File: src/rtl/sha512_stream_hasher_unit_defines.svh
// Assertion macros shared by the hasher RTL.
`ifndef SHA512_STREAM_HASHER_UNIT_DEFINES_SVH
`define SHA512_STREAM_HASHER_UNIT_DEFINES_SVH

// Implication checked every clock, held off during reset.
`define SHS_ASSERT_IMP(label, clk, rst_n, pre, post) \
  label: assert property (@(posedge clk) disable iff (!rst_n) (pre) |-> (post)) \
    else $error("assertion failed");

// Next-cycle implication checked every clock, held off during reset.
`define SHS_ASSERT_NXT(label, clk, rst_n, pre, post) \
  label: assert property (@(posedge clk) disable iff (!rst_n) (pre) |=> (post)) \
    else $error("assertion failed");

`endif

File: src/rtl/shs_pkg.sv
`timescale 1ns / 1ps
package shs_pkg;

  localparam int unsigned WordW = 64;
  localparam int unsigned NumRounds = 80;
  localparam int unsigned NumWords = 16;

  typedef logic [WordW-1:0] word_t;
  typedef logic [6:0] round_t;
  typedef logic [3:0] widx_t;

  // Word source for the block buffer write
  typedef enum logic [2:0] {
    WSRC_MSG,
    WSRC_PAD,
    WSRC_ONE,
    WSRC_ZERO,
    WSRC_LEN_HI,
    WSRC_LEN_LO
  } wsrc_e;

  typedef struct packed {
    logic  in_take;
    logic  wr_en;
    wsrc_e wr_src;
    logic  idx_inc;
    logic  idx_clr;
    logic  comp_start;
    logic  round_en;
    logic  comp_end;
    logic  hash_init;
    logic  out_valid;
    logic  out_last;
    logic  out_shift;
  } cmd_t;

  typedef struct packed {
    widx_t  idx;
    round_t round;
    logic [2:0] out_cnt;
  } sts_t;

  localparam word_t K [NumRounds] = '{
    64'h428a2f98d728ae22, 64'h7137449123ef65cd, 64'hb5c0fbcfec4d3b2f, 64'he9b5dba58189dbbc,
    64'h3956c25bf348b538, 64'h59f111f1b605d019, 64'h923f82a4af194f9b, 64'hab1c5ed5da6d8118,
    64'hd807aa98a3030242, 64'h12835b0145706fbe, 64'h243185be4ee4b28c, 64'h550c7dc3d5ffb4e2,
    64'h72be5d74f27b896f, 64'h80deb1fe3b1696b1, 64'h9bdc06a725c71235, 64'hc19bf174cf692694,
    64'he49b69c19ef14ad2, 64'hefbe4786384f25e3, 64'h0fc19dc68b8cd5b5, 64'h240ca1cc77ac9c65,
    64'h2de92c6f592b0275, 64'h4a7484aa6ea6e483, 64'h5cb0a9dcbd41fbd4, 64'h76f988da831153b5,
    64'h983e5152ee66dfab, 64'ha831c66d2db43210, 64'hb00327c898fb213f, 64'hbf597fc7beef0ee4,
    64'hc6e00bf33da88fc2, 64'hd5a79147930aa725, 64'h06ca6351e003826f, 64'h142929670a0e6e70,
    64'h27b70a8546d22ffc, 64'h2e1b21385c26c926, 64'h4d2c6dfc5ac42aed, 64'h53380d139d95b3df,
    64'h650a73548baf63de, 64'h766a0abb3c77b2a8, 64'h81c2c92e47edaee6, 64'h92722c851482353b,
    64'ha2bfe8a14cf10364, 64'ha81a664bbc423001, 64'hc24b8b70d0f89791, 64'hc76c51a30654be30,
    64'hd192e819d6ef5218, 64'hd69906245565a910, 64'hf40e35855771202a, 64'h106aa07032bbd1b8,
    64'h19a4c116b8d2d0c8, 64'h1e376c085141ab53, 64'h2748774cdf8eeb99, 64'h34b0bcb5e19b48a8,
    64'h391c0cb3c5c95a63, 64'h4ed8aa4ae3418acb, 64'h5b9cca4f7763e373, 64'h682e6ff3d6b2b8a3,
    64'h748f82ee5defb2fc, 64'h78a5636f43172f60, 64'h84c87814a1f0ab72, 64'h8cc702081a6439ec,
    64'h90befffa23631e28, 64'ha4506cebde82bde9, 64'hbef9a3f7b2c67915, 64'hc67178f2e372532b,
    64'hca273eceea26619c, 64'hd186b8c721c0c207, 64'heada7dd6cde0eb1e, 64'hf57d4f7fee6ed178,
    64'h06f067aa72176fba, 64'h0a637dc5a2c898a6, 64'h113f9804bef90dae, 64'h1b710b35131c471b,
    64'h28db77f523047d84, 64'h32caab7b40c72493, 64'h3c9ebe0a15c9bebc, 64'h431d67c49c100d4c,
    64'h4cc5d4becb3e42b6, 64'h597f299cfc657e2a, 64'h5fcb6fab3ad6faec, 64'h6c44198c4a475817
  };

  localparam word_t IV [8] = '{
    64'h6a09e667f3bcc908, 64'hbb67ae8584caa73b, 64'h3c6ef372fe94f82b, 64'ha54ff53a5f1d36f1,
    64'h510e527fade682d1, 64'h9b05688c2b3e6c1f, 64'h1f83d9abfb41bd6b, 64'h5be0cd19137e2179
  };

  function automatic word_t rotr(word_t x, int unsigned n);
    rotr = (x >> n) | (x << (WordW - n));
  endfunction

endpackage

File: src/rtl/shs_ctrl.sv
`timescale 1ns / 1ps
`include "sha512_stream_hasher_unit_defines.svh"
module shs_ctrl (
  input  logic            clk_i,
  input  logic            rst_ni,
  input  logic            in_valid_i,
  input  logic            in_last_i,
  input  logic [3:0]      in_count_i,
  input  logic            out_ready_i,
  input  shs_pkg::sts_t   sts_i,
  output logic            in_ready_o,
  output shs_pkg::cmd_t   cmd_o
);

  localparam logic [2:0] StIdle  = 3'd0;
  localparam logic [2:0] StComp  = 3'd1;
  localparam logic [2:0] StOne   = 3'd2;
  localparam logic [2:0] StZero  = 3'd3;
  localparam logic [2:0] StLenHi = 3'd4;
  localparam logic [2:0] StLenLo = 3'd5;
  localparam logic [2:0] StOut   = 3'd6;
  localparam logic [2:0] StFold  = 3'd7;

  logic [2:0] state_q, state_d;
  logic       fin_q, fin_d;   // last word taken: padding or digest output in progress
  logic       one_q, one_d;   // 0x80 word still owed
  logic [3:0] nsat;

  assign nsat = (in_count_i > 4'd8) ? 4'd8 : in_count_i;

  always_ff @(posedge clk_i or negedge rst_ni) begin
    if (!rst_ni) begin
      state_q <= StIdle;
      fin_q   <= 1'b0;
      one_q   <= 1'b0;
    end else begin
      state_q <= state_d;
      fin_q   <= fin_d;
      one_q   <= one_d;
    end
  end

  always_comb begin
    state_d = state_q;
    fin_d   = fin_q;
    one_d   = one_q;
    cmd_o   = '0;
    cmd_o.wr_src = shs_pkg::WSRC_MSG;
    in_ready_o = 1'b0;
    unique case (state_q)
      StIdle: begin
        in_ready_o = 1'b1;
        if (in_valid_i) begin
          cmd_o.in_take = 1'b1;
          cmd_o.wr_en   = 1'b1;
          cmd_o.idx_inc = 1'b1;
          cmd_o.wr_src  = in_last_i ? shs_pkg::WSRC_PAD : shs_pkg::WSRC_MSG;
          if (in_last_i) begin
            fin_d = 1'b1;
            one_d = (nsat == 4'd8);
          end
          if (sts_i.idx == 4'd15) begin
            cmd_o.comp_start = 1'b1;
            state_d = StComp;
          end else if (in_last_i) begin
            state_d = (nsat == 4'd8) ? StOne : StZero;
          end
        end
      end
      StComp: begin
        cmd_o.round_en = 1'b1;
        if (sts_i.round == 7'(shs_pkg::NumRounds - 1)) begin
          state_d = StFold;
        end
      end
      StFold: begin
        cmd_o.comp_end = 1'b1;
        cmd_o.idx_clr  = 1'b1;
        if (!fin_q) state_d = StIdle;
        else if (one_q) state_d = StOne;
        else if (sts_i.idx == 4'd0 && !one_q && fin_q && sts_i.out_cnt == 3'd1)
          state_d = StOut;
        else state_d = StZero;
      end
      StOne: begin
        cmd_o.wr_en   = 1'b1;
        cmd_o.wr_src  = shs_pkg::WSRC_ONE;
        cmd_o.idx_inc = 1'b1;
        one_d = 1'b0;
        if (sts_i.idx == 4'd15) begin
          cmd_o.comp_start = 1'b1;
          state_d = StComp;
        end else begin
          state_d = StZero;
        end
      end
      StZero: begin
        if (sts_i.idx == 4'd14) begin
          state_d = StLenHi;
        end else begin
          cmd_o.wr_en   = 1'b1;
          cmd_o.wr_src  = shs_pkg::WSRC_ZERO;
          cmd_o.idx_inc = 1'b1;
          if (sts_i.idx == 4'd15) begin
            cmd_o.comp_start = 1'b1;
            state_d = StComp;
          end
        end
      end
      StLenHi: begin
        cmd_o.wr_en   = 1'b1;
        cmd_o.wr_src  = shs_pkg::WSRC_LEN_HI;
        cmd_o.idx_inc = 1'b1;
        state_d = StLenLo;
      end
      StLenLo: begin
        cmd_o.wr_en      = 1'b1;
        cmd_o.wr_src     = shs_pkg::WSRC_LEN_LO;
        cmd_o.idx_inc    = 1'b1;
        cmd_o.comp_start = 1'b1;
        cmd_o.out_last   = 1'b1;
        state_d = StComp;
      end
      StOut: begin
        cmd_o.out_valid = 1'b1;
        cmd_o.out_last  = (sts_i.out_cnt == 3'd7);
        if (out_ready_i) begin
          cmd_o.out_shift = 1'b1;
          if (sts_i.out_cnt == 3'd7) begin
            cmd_o.hash_init = 1'b1;
            fin_d   = 1'b0;
            state_d = StIdle;
          end
        end
      end
      default: state_d = StIdle;
    endcase
  end

  `SHS_ASSERT_IMP(a_ready_idle, clk_i, rst_ni, in_ready_o, state_q == StIdle)
  `SHS_ASSERT_IMP(a_no_take_busy, clk_i, rst_ni, state_q == StComp, !cmd_o.in_take)
  `SHS_ASSERT_NXT(a_start_comp, clk_i, rst_ni, cmd_o.comp_start, state_q == StComp)

endmodule

File: config.mk
export PLATFORM = sky130hd
export DESIGN_NAME = shs_ctrl
export DESIGN_NICKNAME = d
export VERILOG_FILES = /design/src/rtl/shs_pkg.sv /design/src/rtl/shs_ctrl.sv
export VERILOG_INCLUDE_DIRS = /design/src /design/src/rtl
export SDC_FILE = /design/constraint.sdc
export NUM_CORES = 1
export LEC_CHECK = 0
export ABC_AREA = 1
export CAP_MARGIN = 15
export CORE_AREA = 2 2 39 41
export DETAILED_ROUTE_END_ITERATION = 8
export DIE_AREA = 0 0 41 43
export DONT_BUFFER_PORTS = 1
export PLACE_DENSITY = 0.65
export SETUP_SLACK_MARGIN = 0.3
export SYNTH_ARGS = -nofsm -noshare
export SYNTH_HDL_FRONTEND = slang
export SYNTH_SLANG_ARGS = --single-unit
File: constraint.sdc
create_clock -name clk_i -period 1.3 [get_ports clk_i]
set_input_delay 0.065 -clock clk_i [delete_from_list [all_inputs] [get_ports clk_i]]
set_output_delay 0.065 -clock clk_i [all_outputs]
set_load 0.01 [all_outputs]
---- After elaboration in Yosys (flattened, before gate mapping) ----
Index checks and enable logic that the tools add are counted.
storage, ports and cells
  flip-flop bits (word level) ............. 5
  word-level logic and storage cells ...... 76
operators by class
  multiplexer cells ....................... 41
  reduce and logical (&&, ||, !) cells .... 11
  order comparisons ....................... 1
  eq/ne operators ......................... 20
operator list
  operator            number
  $mux 3              11
  $pmux 5 s5          1
  $pmux 3 s8          1
  $mux 1              19
  $eq 3x3->1 const B  5
  $eq 4x4->1 const B  3
  $ne 2x2->1 const B  5
  $eq 7x7->1 const B  1
  $eq 3x1->1 const B  2
  $eq 3x2->1 const B  2
  $mux 6              1
  $ne 3x3->1 const B  2
  $pmux 1 s2          3
  $reduce_and 6->1    1
  $mux 5              1
  $reduce_and 5->1    1
  $gt 4x4->1 const B  1
  $logic_not 4->1     1
  $mux 2              2
  $mux 4              1
  $pmux 1 s4          1
  $reduce_bool 2->1   2
  $logic_and 1x1->1   3
  $logic_not 3->1     1
  2 further kinds     2

---- Longest topological paths before layout ----
Gate-level depths: netlist of the first run.
  depth in word-level cells ............... 8
  mapped depth ............................ 10

---- Worst setup path before layout of the first run ----
Ideal clock, no wire load.
  path type ............................... register to output
  start point ............................. register state_q[0]
  end point ............................... output cmd_o[12] (netlist bit)
  arrival ................................. 1374 ps
  cell stages (with the launch flop) ...... 7
  setup slack ............................. -139 ps
  cell sequence ........................... dfrtp_1 -> nor2_2 -> nand2_1 -> inv_2 -> nand2_1 -> a31oi_1 -> buf_4
RTL lines
  what                      RTL line        source
  start: declaration        shs_ctrl.sv:24  logic [2:0] state_q, state_d;
  start signal: assignment  shs_ctrl.sv:33  state_q <= StIdle;
  start signal: assignment  shs_ctrl.sv:37  state_q <= state_d;
  end: declaration          shs_ctrl.sv:12  output shs_pkg::cmd_t cmd_o

==> flow_summary.toml, run 1 <==
[power]
ir_worst_vdd_v = 0.00150
p_per_area_nw_per_um2 = 2380
leakagePower_nw = 0.509

[timing]
fmaxAchievable_mhz = 692
grt_setup_unrepaired = "true"
slew_headroom_pct = 83.4
maxSlewViolCount = 0
min_period_ns = 1.45
holdWs_ns = 0.00829
tightest_slew_ns = 0.249
min_period_over_period_pct = 111
setup_ws_ns = -0.145
hold_viol = 0
fin_worst_skew_ns = 0.00319
setup_viol = 14

[floorplanning]
num_io_pins = 38
die_h_um = 43
row_count = 14
die_x_um = 41
core_area_um2 = 1380
die_area_um2 = 1760
initial_core_util_pct = 45.9

[critical_path]
crit_chain = "nor2_4 -> nand2_4 -> inv_6 -> nand2_4 -> inv_4 -> o211ai_1 -> nand2_1"
path_max_fanout = 6
r2r_setup_slack_ns = -0.10
r2r_start = "state_q[2]"
r2r_end = "state_q[0]"
required_ns = 1.24
endpoint_kind = "output pin"
crit_top_cell = "nand2_4"
slowest_stage = "dfrtp_2"
start_kind = "flip-flop"
crit_family = "flip-flops"
criticalPathCategory = "reg2out"
cp.arrival_ns = 1.38
cpPeakStageDelay_ns = 0.48
ff2ff_path_depth = 8
critPathBufInv = 2

[cells_and_area]
area_delta_synth_final_pct = 63.2
post_route_cells_drive_above_1_share_pct = 47.4
n_antenna_cell = 0
nets = 159
final_cell_area_um2 = 1040

[synth]
syn_area_per_cell_um2 = 5.83
synthesis.nets = 134
synth_enable_flop_cells = 0
synthCells = 109
postSynth.asyncResetShare_pct = 100
netlist_top_cells_count = "nand2_1 (32), inv_1 (15), nor2_1 (13), nand3_1 (10), dfrtp_1 (5)"
yosysMostFrequentCell = "nand2_1"
ys_types = 24
synth-seq-cells = 5
synth_area_um2 = 636
synth.area.top_cells = "dfrtp_1 (20%), nand2_1 (19%), inv_1 (8.9%), nand3_1 (7.9%), nor2_1 (7.7%)"
synth_top_flop_cell = "dfrtp_1"
yosysTopAreaCellShare_pct = 19.7
seq_area_frac_synth_pct = 19.7
synth_top_area_cell = "dfrtp_1"
synth-warning-count = 0

[clocking]
htreeDepth = 1
clk_transition_reported_paths_ns = 0.04
cts-root-to-sink-buffers = 2
insertion_delay_ns = 0.24
cts_made_buffers = 3
clock-sinks = 5
root_buffer = "clkbuf_4"
cts_tree = "done"

[hold_path]
hold_depth = 2
hold_path_end = "fin_q"
hold_class = "in2reg"
hold_start = "in_last_i"

[routing]
vias = 808
drc = 0
first_pass_iters = 4
drt-total-wl_mm = 2.01
wire_per_inst_um = 13.5
drtIter0Drc = 18
via_per_inst = 5.42
drtAntennaViolNets = 0

[run]
cap_violations = 0

[global_routing]
antenna_found_initial = 0
grt_max_degree = 8
track_usage_pct = 25.4
overflow = 0
grt_pass1_wl_mm = 2.95
first_global_vias = 733

[status]
violations = "negative setup slack"
status = "finished with violations"

[placement]
placed_cell_area_um2 = 783
pre_cts_ws_ns = -0.0206
io_buffers = 0
place_hpwl_mm = 1.30
place.gp.congestion = 0.889
==> placed cells by master, fill, tap and decap left out, types with 2 or more instances in the layout <==
master | netlist | final
nand2_1 | 32 | 28
inv_1 | 15 | 11
nor2_1 | 13 | 10
buf_6 | 0 | 10
buf_4 | 2 | 10
nand3_1 | 10 | 9
nor2_4 | 2 | 6
nand2_2 | 4 | 5
inv_2 | 3 | 4
nand2_4 | 0 | 3
nand4_1 | 3 | 3
clkbuf_4 | 0 | 3
dfrtp_2 | 0 | 3
inv_4 | 1 | 2
inv_6 | 0 | 2
nand3_4 | 0 | 2
nor2_2 | 3 | 2
o21ai_2 | 0 | 2
ha_4 | 0 | 2
dfrtp_1 | 5 | 2
dlygate4sd3_1 | 0 | 2
==> layer usage <==
| layer | global-route usage [%] | wire length [µm] | vias up |
|---|---|---|---|
| met5 | 0 | 0 | - |
| met1 | 27.4 | 707 | 363 |
| met4 | 18.0 | 84 | 0 |
| met2 | 40.9 | 1080 | 41 |
| met3 | 5.24 | 130 | 13 |
| li1 | - | - | 391 |
==> cell type report <==
class                           count  area [µm²]
Sequential cell                     5         129
Fill cell                         105         347
Multi-Input combinational cell     82         563
Timing Repair Buffer               22         208
Tap cell                           16        20.0
Inverter                           20        91.3
Clock buffer                        4        26.3
==> worst max-delay path by stage <==
| stage | startpoint | end | depth (start not counted) |
|---|---|---|---|
| finish | state_q[0] | cmd_o[6] | 7 |
| CTS | state_q[0] | cmd_o[12] | 5 |
| global route | state_q[1] | cmd_o[12] | 5 |
| global placement | state_q[1] | state_q[0] | 7 |
| floorplan | state_q[1] | cmd_o[12] | 6 |
| detailed placement | state_q[1] | state_q[1] | 8 |
==> repair_timing <==
item,4_1_cts,5_1_grt
endpoints found under the hold margin,6,0
cloned,0,0
setup endpoints to repair,20,20
setup buffers,11,1
pin swaps,16,4
hold buffers,2,0
resized for setup,23,6
==> worst register-to-register path, stage by stage (launching register included) <==
cell and delay (ns):
dfrtp_2 0.48, inv_6 0.08, buf_4 0.15, nand3b_2 0.11, nand2_1 0.06, nand2_1 0.08, clkinv_2 0.08, o21ai_0 0.17
nand2_1 0.08
==> logic make-up after synthesis <==
kind of cell / Yosys count / synth area share, %
flip-flops: 5 / 19.7
AO/OA/AOI/OAI: 9 / 8.07
buffers and inverters: 22 / 14.6
adder cells (fa/ha/maj): 2 / 3.94
AND/OR/NAND/NOR: 71 / 53.7
==> sequential cells by signal, summed over array words and instances (netlist names) <==
signal	cells
fin_q	1
one_q	1
state_q	3
==> through the flow <==
step                power (mW)  util, %  cells   TNS, ns
floorplan                 1.45        -    109         0
global placement          1.64     56.6    131  -0.00558
detailed placement        1.67     56.6    131   -0.0388
CTS                       2.32     72.9    148    -0.966
global route              2.65     75.0    149     -2.40
finish                    2.47     75.0    149     -1.31
==> report_power, final <==
group	switching [mW]	leakage [nW]	total, mW	internal (mW)
combinational	1.06	0.438	1.90	0.846
sequential	0.150	0.0557	0.385	0.234
clock	0.0610	0.0150	0.177	0.116
(Power assumes the default switching activity.)
==> inputs of run 2 (changes only) <==
- SKIP_CTS_REPAIR_TIMING: unset -> 1
==> run 2 against run 1 <==
The run ends with negative hold slack, negative setup slack left; count of clock-buffer cells in the layout did not move; core utilization fell by 3.9 points; via count fell by 5.7%; non-clock buffer count fell by 2; hold slack got worse by 0.010 ns; die area did not move; power fell by 5.7%; cell area fell by 5.2%; critical endpoint unchanged.
==> flow_summary.toml, run 2 (same netlist as run 1, synthesis figures left out) <==
[cells_and_area]
top_regs = "state_q: 3 flops, fin_q: 1 flops, one_q: 1 flops"
layout_commonest_cell = "nand2_1"
post_route_cells_drive_above_1_share_pct = 44.3
largest_register = "state_q"
nets = 157
area_delta_synth_final_pct = 54.7
largest_register_ff_count = 3
layout_common_cells = "nand2_1 (28), nor2_1 (11), inv_1 (11), buf_4 (11), nand3_1 (9)"
n_antenna_cell = 0
fillers = 112
multi_input_area_um2 = 533
utilization_pct = 71.1
seqCellArea_um2 = 129

[critical_path]
critPathBufInv = 2
required_ns = 1.24
slowest_stage = "dfrtp_2"
cp.arrival_ns = 1.40
start_kind = "flip-flop"
path_max_fanout = 5
crit_family = "flip-flops"
cpPeakStageDelay_ns = 0.47
crit_top_cell = "nand2_4"
criticalPathCategory = "reg2out"
endpoint_kind = "output pin"
r2r_setup_slack_ns = -0.05
crit_chain = "nor2_4 -> nand2_4 -> inv_6 -> nand2_4 -> inv_4 -> o211ai_1 -> nand2_1"

[routing]
wire_per_inst_um = 11.4
drtAntennaViolNets = 0
drtIter0Drc = 15
drc = 0
via_per_inst = 5.18
first_pass_iters = 4
drt-total-wl_mm = 1.68
vias = 762

[placement]
place_hpwl_mm = 1.30
pre_cts_ws_ns = -0.0206
io_buffers = 0
place.gp.congestion = 0.889

[status]
violations = "negative hold slack, negative setup slack"
status = "finished with violations"

[timing]
fmaxAchievable_mhz = 684
setup_viol = 14
slew_headroom_pct = 84.1
tightest_slew_ns = 0.238
min_period_ns = 1.46
hold_viol = 1
min_period_over_period_pct = 112
setup_ws_ns = -0.162
grt_setup_unrepaired = "true"
fin_worst_skew_ns = 0.00187
holdWs_ns = -0.00188
maxSlewViolCount = 0

[power]
leakagePower_nw = 0.493
p_per_area_nw_per_um2 = 2370
ir_worst_vdd_v = 0.00133

[clocking]
cts_made_buffers = 3
root_buffer = "clkbuf_4"
cts_tree = "done"
clk_transition_reported_paths_ns = 0.04
cts-root-to-sink-buffers = 2
clock-sinks = 5
insertion_delay_ns = 0.24
htreeDepth = 1

[global_routing]
overflow = 0
grt_max_degree = 10
antenna_found_initial = 0
track_usage_pct = 18.8
grt_pass1_wl_mm = 2.19
first_global_vias = 595

[hold_path]
hold_class = "in2reg"

[floorplanning]
die_area_um2 = 1760
core_area_um2 = 1380
num_io_pins = 38
initial_core_util_pct = 45.9
row_count = 14
die_x_um = 41
die_h_um = 43

[run]
cap_violations = 0
[run 2: cell type report]
class	count	share of cell area, %
inverters	20	9.41
flip-flops and latches	5	13.1
multi-input cells	82	54.2
well taps	16	2.04
clock buffers	4	2.67
repair buffers	20	18.6
[run 2: worst paths after layout]
check | from | endpoint | cells past startpoint
max reg2reg | state_q[0] | state_q[1] | 9
max in group asynchronous | rst_ni | state_q[1] | 1
max | state_q[1] | cmd_o[6] | 7
min reg2reg | fin_q | fin_q | 2
min | in_valid_i | fin_q | 2
min in group asynchronous | rst_ni | one_q | 1
[run 2: layer usage]
metal / GRT usage (%) / part of all wire (%) / vias to the layer above / routed length (µm)
met1: 20.1 / 42 / 349 / 700
li1: - / - / 386 / -
met5: 0 / 0 / - / 0
met4: 11.3 / 0.54 / 0 / 9
met3: 4.71 / 5.7 / 2 / 96
met2: 30.9 / 52 / 25 / 875
[run 2: report_power, final]
part | total [mW] | switching [mW] | leakage (nW) | internal [mW]
Combinational | 1.79 | 0.989 | 0.422 | 0.797
Sequential | 0.368 | 0.133 | 0.0557 | 0.235
Clock | 0.173 | 0.0572 | 0.0150 | 0.116
[run 2: through the flow]
step	std cells	setup TNS [ns]	hold WS, ns	cell area (µm²)	total power, mW
after floorplan	109	0	-0.231	722	1.45
after global placement	131	-0.00558	-0.230	783	1.64
after detailed placement	131	-0.0388	-0.230	783	1.67
after CTS	135	-1.65	-0.491	810	1.86
after global routing	147	-2.35	-0.00505	983	2.52
final	147	-1.23	-0.00188	983	2.33
==> inputs of run 3 (changes only) <==
- CELL_PAD_IN_SITES_DETAIL_PLACEMENT: unset -> 1
- CELL_PAD_IN_SITES_GLOBAL_PLACEMENT: unset -> 1
- CORE_AREA: 2 2 39 41 -> unset
- CORE_MARGIN: unset -> 2
- CORE_UTILIZATION: unset -> 37
- DIE_AREA: 0 0 41 43 -> unset
- PLACE_DENSITY: 0.65 -> 0.76
==> run 3 against run 2 <==
The run ends with negative setup slack left; clock skew barely moved; sequential share of layout area shrank 0.57 points; final cell count is 1.4% higher; core utilization is 5.1 points lower; register-to-register slack worse by 0.20 ns; sequential power up 6.3%; setup slack got worse by 0.091 ns; critical path depth down 2; first-iteration DRC count is 6.7% lower.
==> flow_summary.toml, run 3 (same netlist as run 1, synthesis figures left out) <==
[run]
cap_violations = 0

[placement]
io_buffers = 0
place_hpwl_mm = 1.72
place.gp.congestion = 0.804
pre_cts_ws_ns = -0.109
dp.cells = 132

[floorplanning]
initial_core_util_pct = 40.8
row_count = 14
die_x_um = 45.4
die_h_um = 45.4
core_area_um2 = 1560
die_area_um2 = 2070
num_io_pins = 38

[cells_and_area]
post_route_cells_drive_above_1_share_pct = 48.1
layout_common_cells = "nand2_1 (27), buf_4 (13), inv_1 (11), nand3_1 (9), nor2_1 (9)"
n_antenna_cell = 0
top_regs = "state_q: 3 flops, fin_q: 1 flops, one_q: 1 flops"
nets = 159
largest_register = "state_q"
largest_register_ff_count = 3
area_delta_synth_final_pct = 61.8
layout_commonest_cell = "nand2_1"
layout.cells.non_filler = 149

[routing]
vias = 868
first_pass_iters = 4
drc = 0
wire_per_inst_um = 21.4
drtIter0Drc = 14
drtAntennaViolNets = 0
drt-total-wl_mm = 3.19
via_per_inst = 5.83

[power]
intPower_mw = 1.22
seqPwrFrac_pct = 14.8
p_switching_mw = 1.42
comb_power_share_pct = 78.4
p_per_area_nw_per_um2 = 2570
switching_share_pct = 53.9
leakagePower_nw = 0.511
p_clk_share_pct = 6.8
ir_worst_vdd_v = 0.00141

[clocking]
clock-sinks = 5
root_buffer = "clkbuf_4"
cts_made_buffers = 3
htreeDepth = 1
cts-root-to-sink-buffers = 2
clk_transition_reported_paths_ns = 0.05
insertion_delay_ns = 0.24
cts_tree = "done"

[timing]
grt_setup_unrepaired = "true"
setup_ws_ns = -0.253
setup_viol = 18
min_period_ns = 1.55
tightest_slew_ns = 0.363
fmaxAchievable_mhz = 644
min_period_over_period_pct = 119
hold_viol = 0
fin_worst_skew_ns = 0.00164
slew_headroom_pct = 75.7
maxSlewViolCount = 0

[critical_path]
path_max_fanout = 6
criticalPathCategory = "reg2out"
slowest_stage = "dfrtp_2"
start_kind = "flip-flop"
cp.arrival_ns = 1.49
endpoint_kind = "output pin"
crit_chain = "buf_12 -> nor3_4 -> inv_2 -> buf_4 -> nor2_4"
required_ns = 1.24
cpPeakStageDelay_ns = 0.50

[global_routing]
grt_pass1_wl_mm = 3.11
overflow = 0
antenna_found_initial = 0
first_global_vias = 705
track_usage_pct = 21.1
grt_max_degree = 10

[status]
violations = "negative setup slack"
status = "finished with violations"

[hold_path]
hold_class = "in2reg"
[run 3: per-layer routing]
layer / vias to the layer above / GRT usage [%] / share of wire (%)
met5: - / 0 / 0
met4: 0 / 7.06 / 2.8
met3: 9 / 0 / 4.6
met2: 34 / 37.5 / 54
met1: 435 / 27.5 / 39
li1: 390 / - / -
[run 3: power groups by stage]
stage | Sequential (mW) | Clock (mW) | Combinational [mW]
5_1_grt | 0.396 | 0.196 | 2.19
2_1_floorplan | 0.339 | 0 | 1.11
3_5_place_dp | 0.368 | 0 | 1.41
3_3_place_gp | 0.359 | 0 | 1.35
6_report | 0.391 | 0.180 | 2.07
4_1_cts | 0.365 | 0.184 | 1.42
[run 3: final cells by class]
type	instances	area, µm²
well taps	16	20.0
clock buffers	4	26.3
repair buffers	22	215
multi-input cells	82	548
inverters	20	90.1
flip-flops and latches	5	129
fillers	202	531
[run 3: final timing paths]
path | startpoint | end | slack, ns | depth (start not counted)
min in group asynchronous | rst_ni | fin_q | 0.12 | 1
max in group asynchronous | rst_ni | state_q[2] | 0.96 | 1
setup reg to reg | state_q[0] | state_q[2] | -0.25 | 8
hold / removal | in_valid_i | one_q | 0.03 | 2
setup / recovery | state_q[0] | cmd_o[0] | -0.25 | 5
hold reg to reg | fin_q | fin_q | 0.63 | 2
[run 3: worst max-delay path: cells and delay by family (launching register included)]
family / cells / cell delay (ns)
AND/OR/NAND/NOR: 2 / 0.32
flip-flops: 1 / 0.50
buffers and inverters: 3 / 0.42
[run 3: stage by stage]
step	util [%]	setup TNS (ns)	hold slack, ns	power [mW]	cell area (µm²)
detailed placement	51.5	-0.226	-0.231	1.78	803
floorplan	-	0	-0.231	1.45	722
global route	66.0	-3.85	0.0269	2.79	1030
global placement	51.5	-0.0450	-0.230	1.71	803
CTS	53.2	-2.18	-0.488	1.97	830
finish	66.0	-3.07	0.0273	2.64	1030
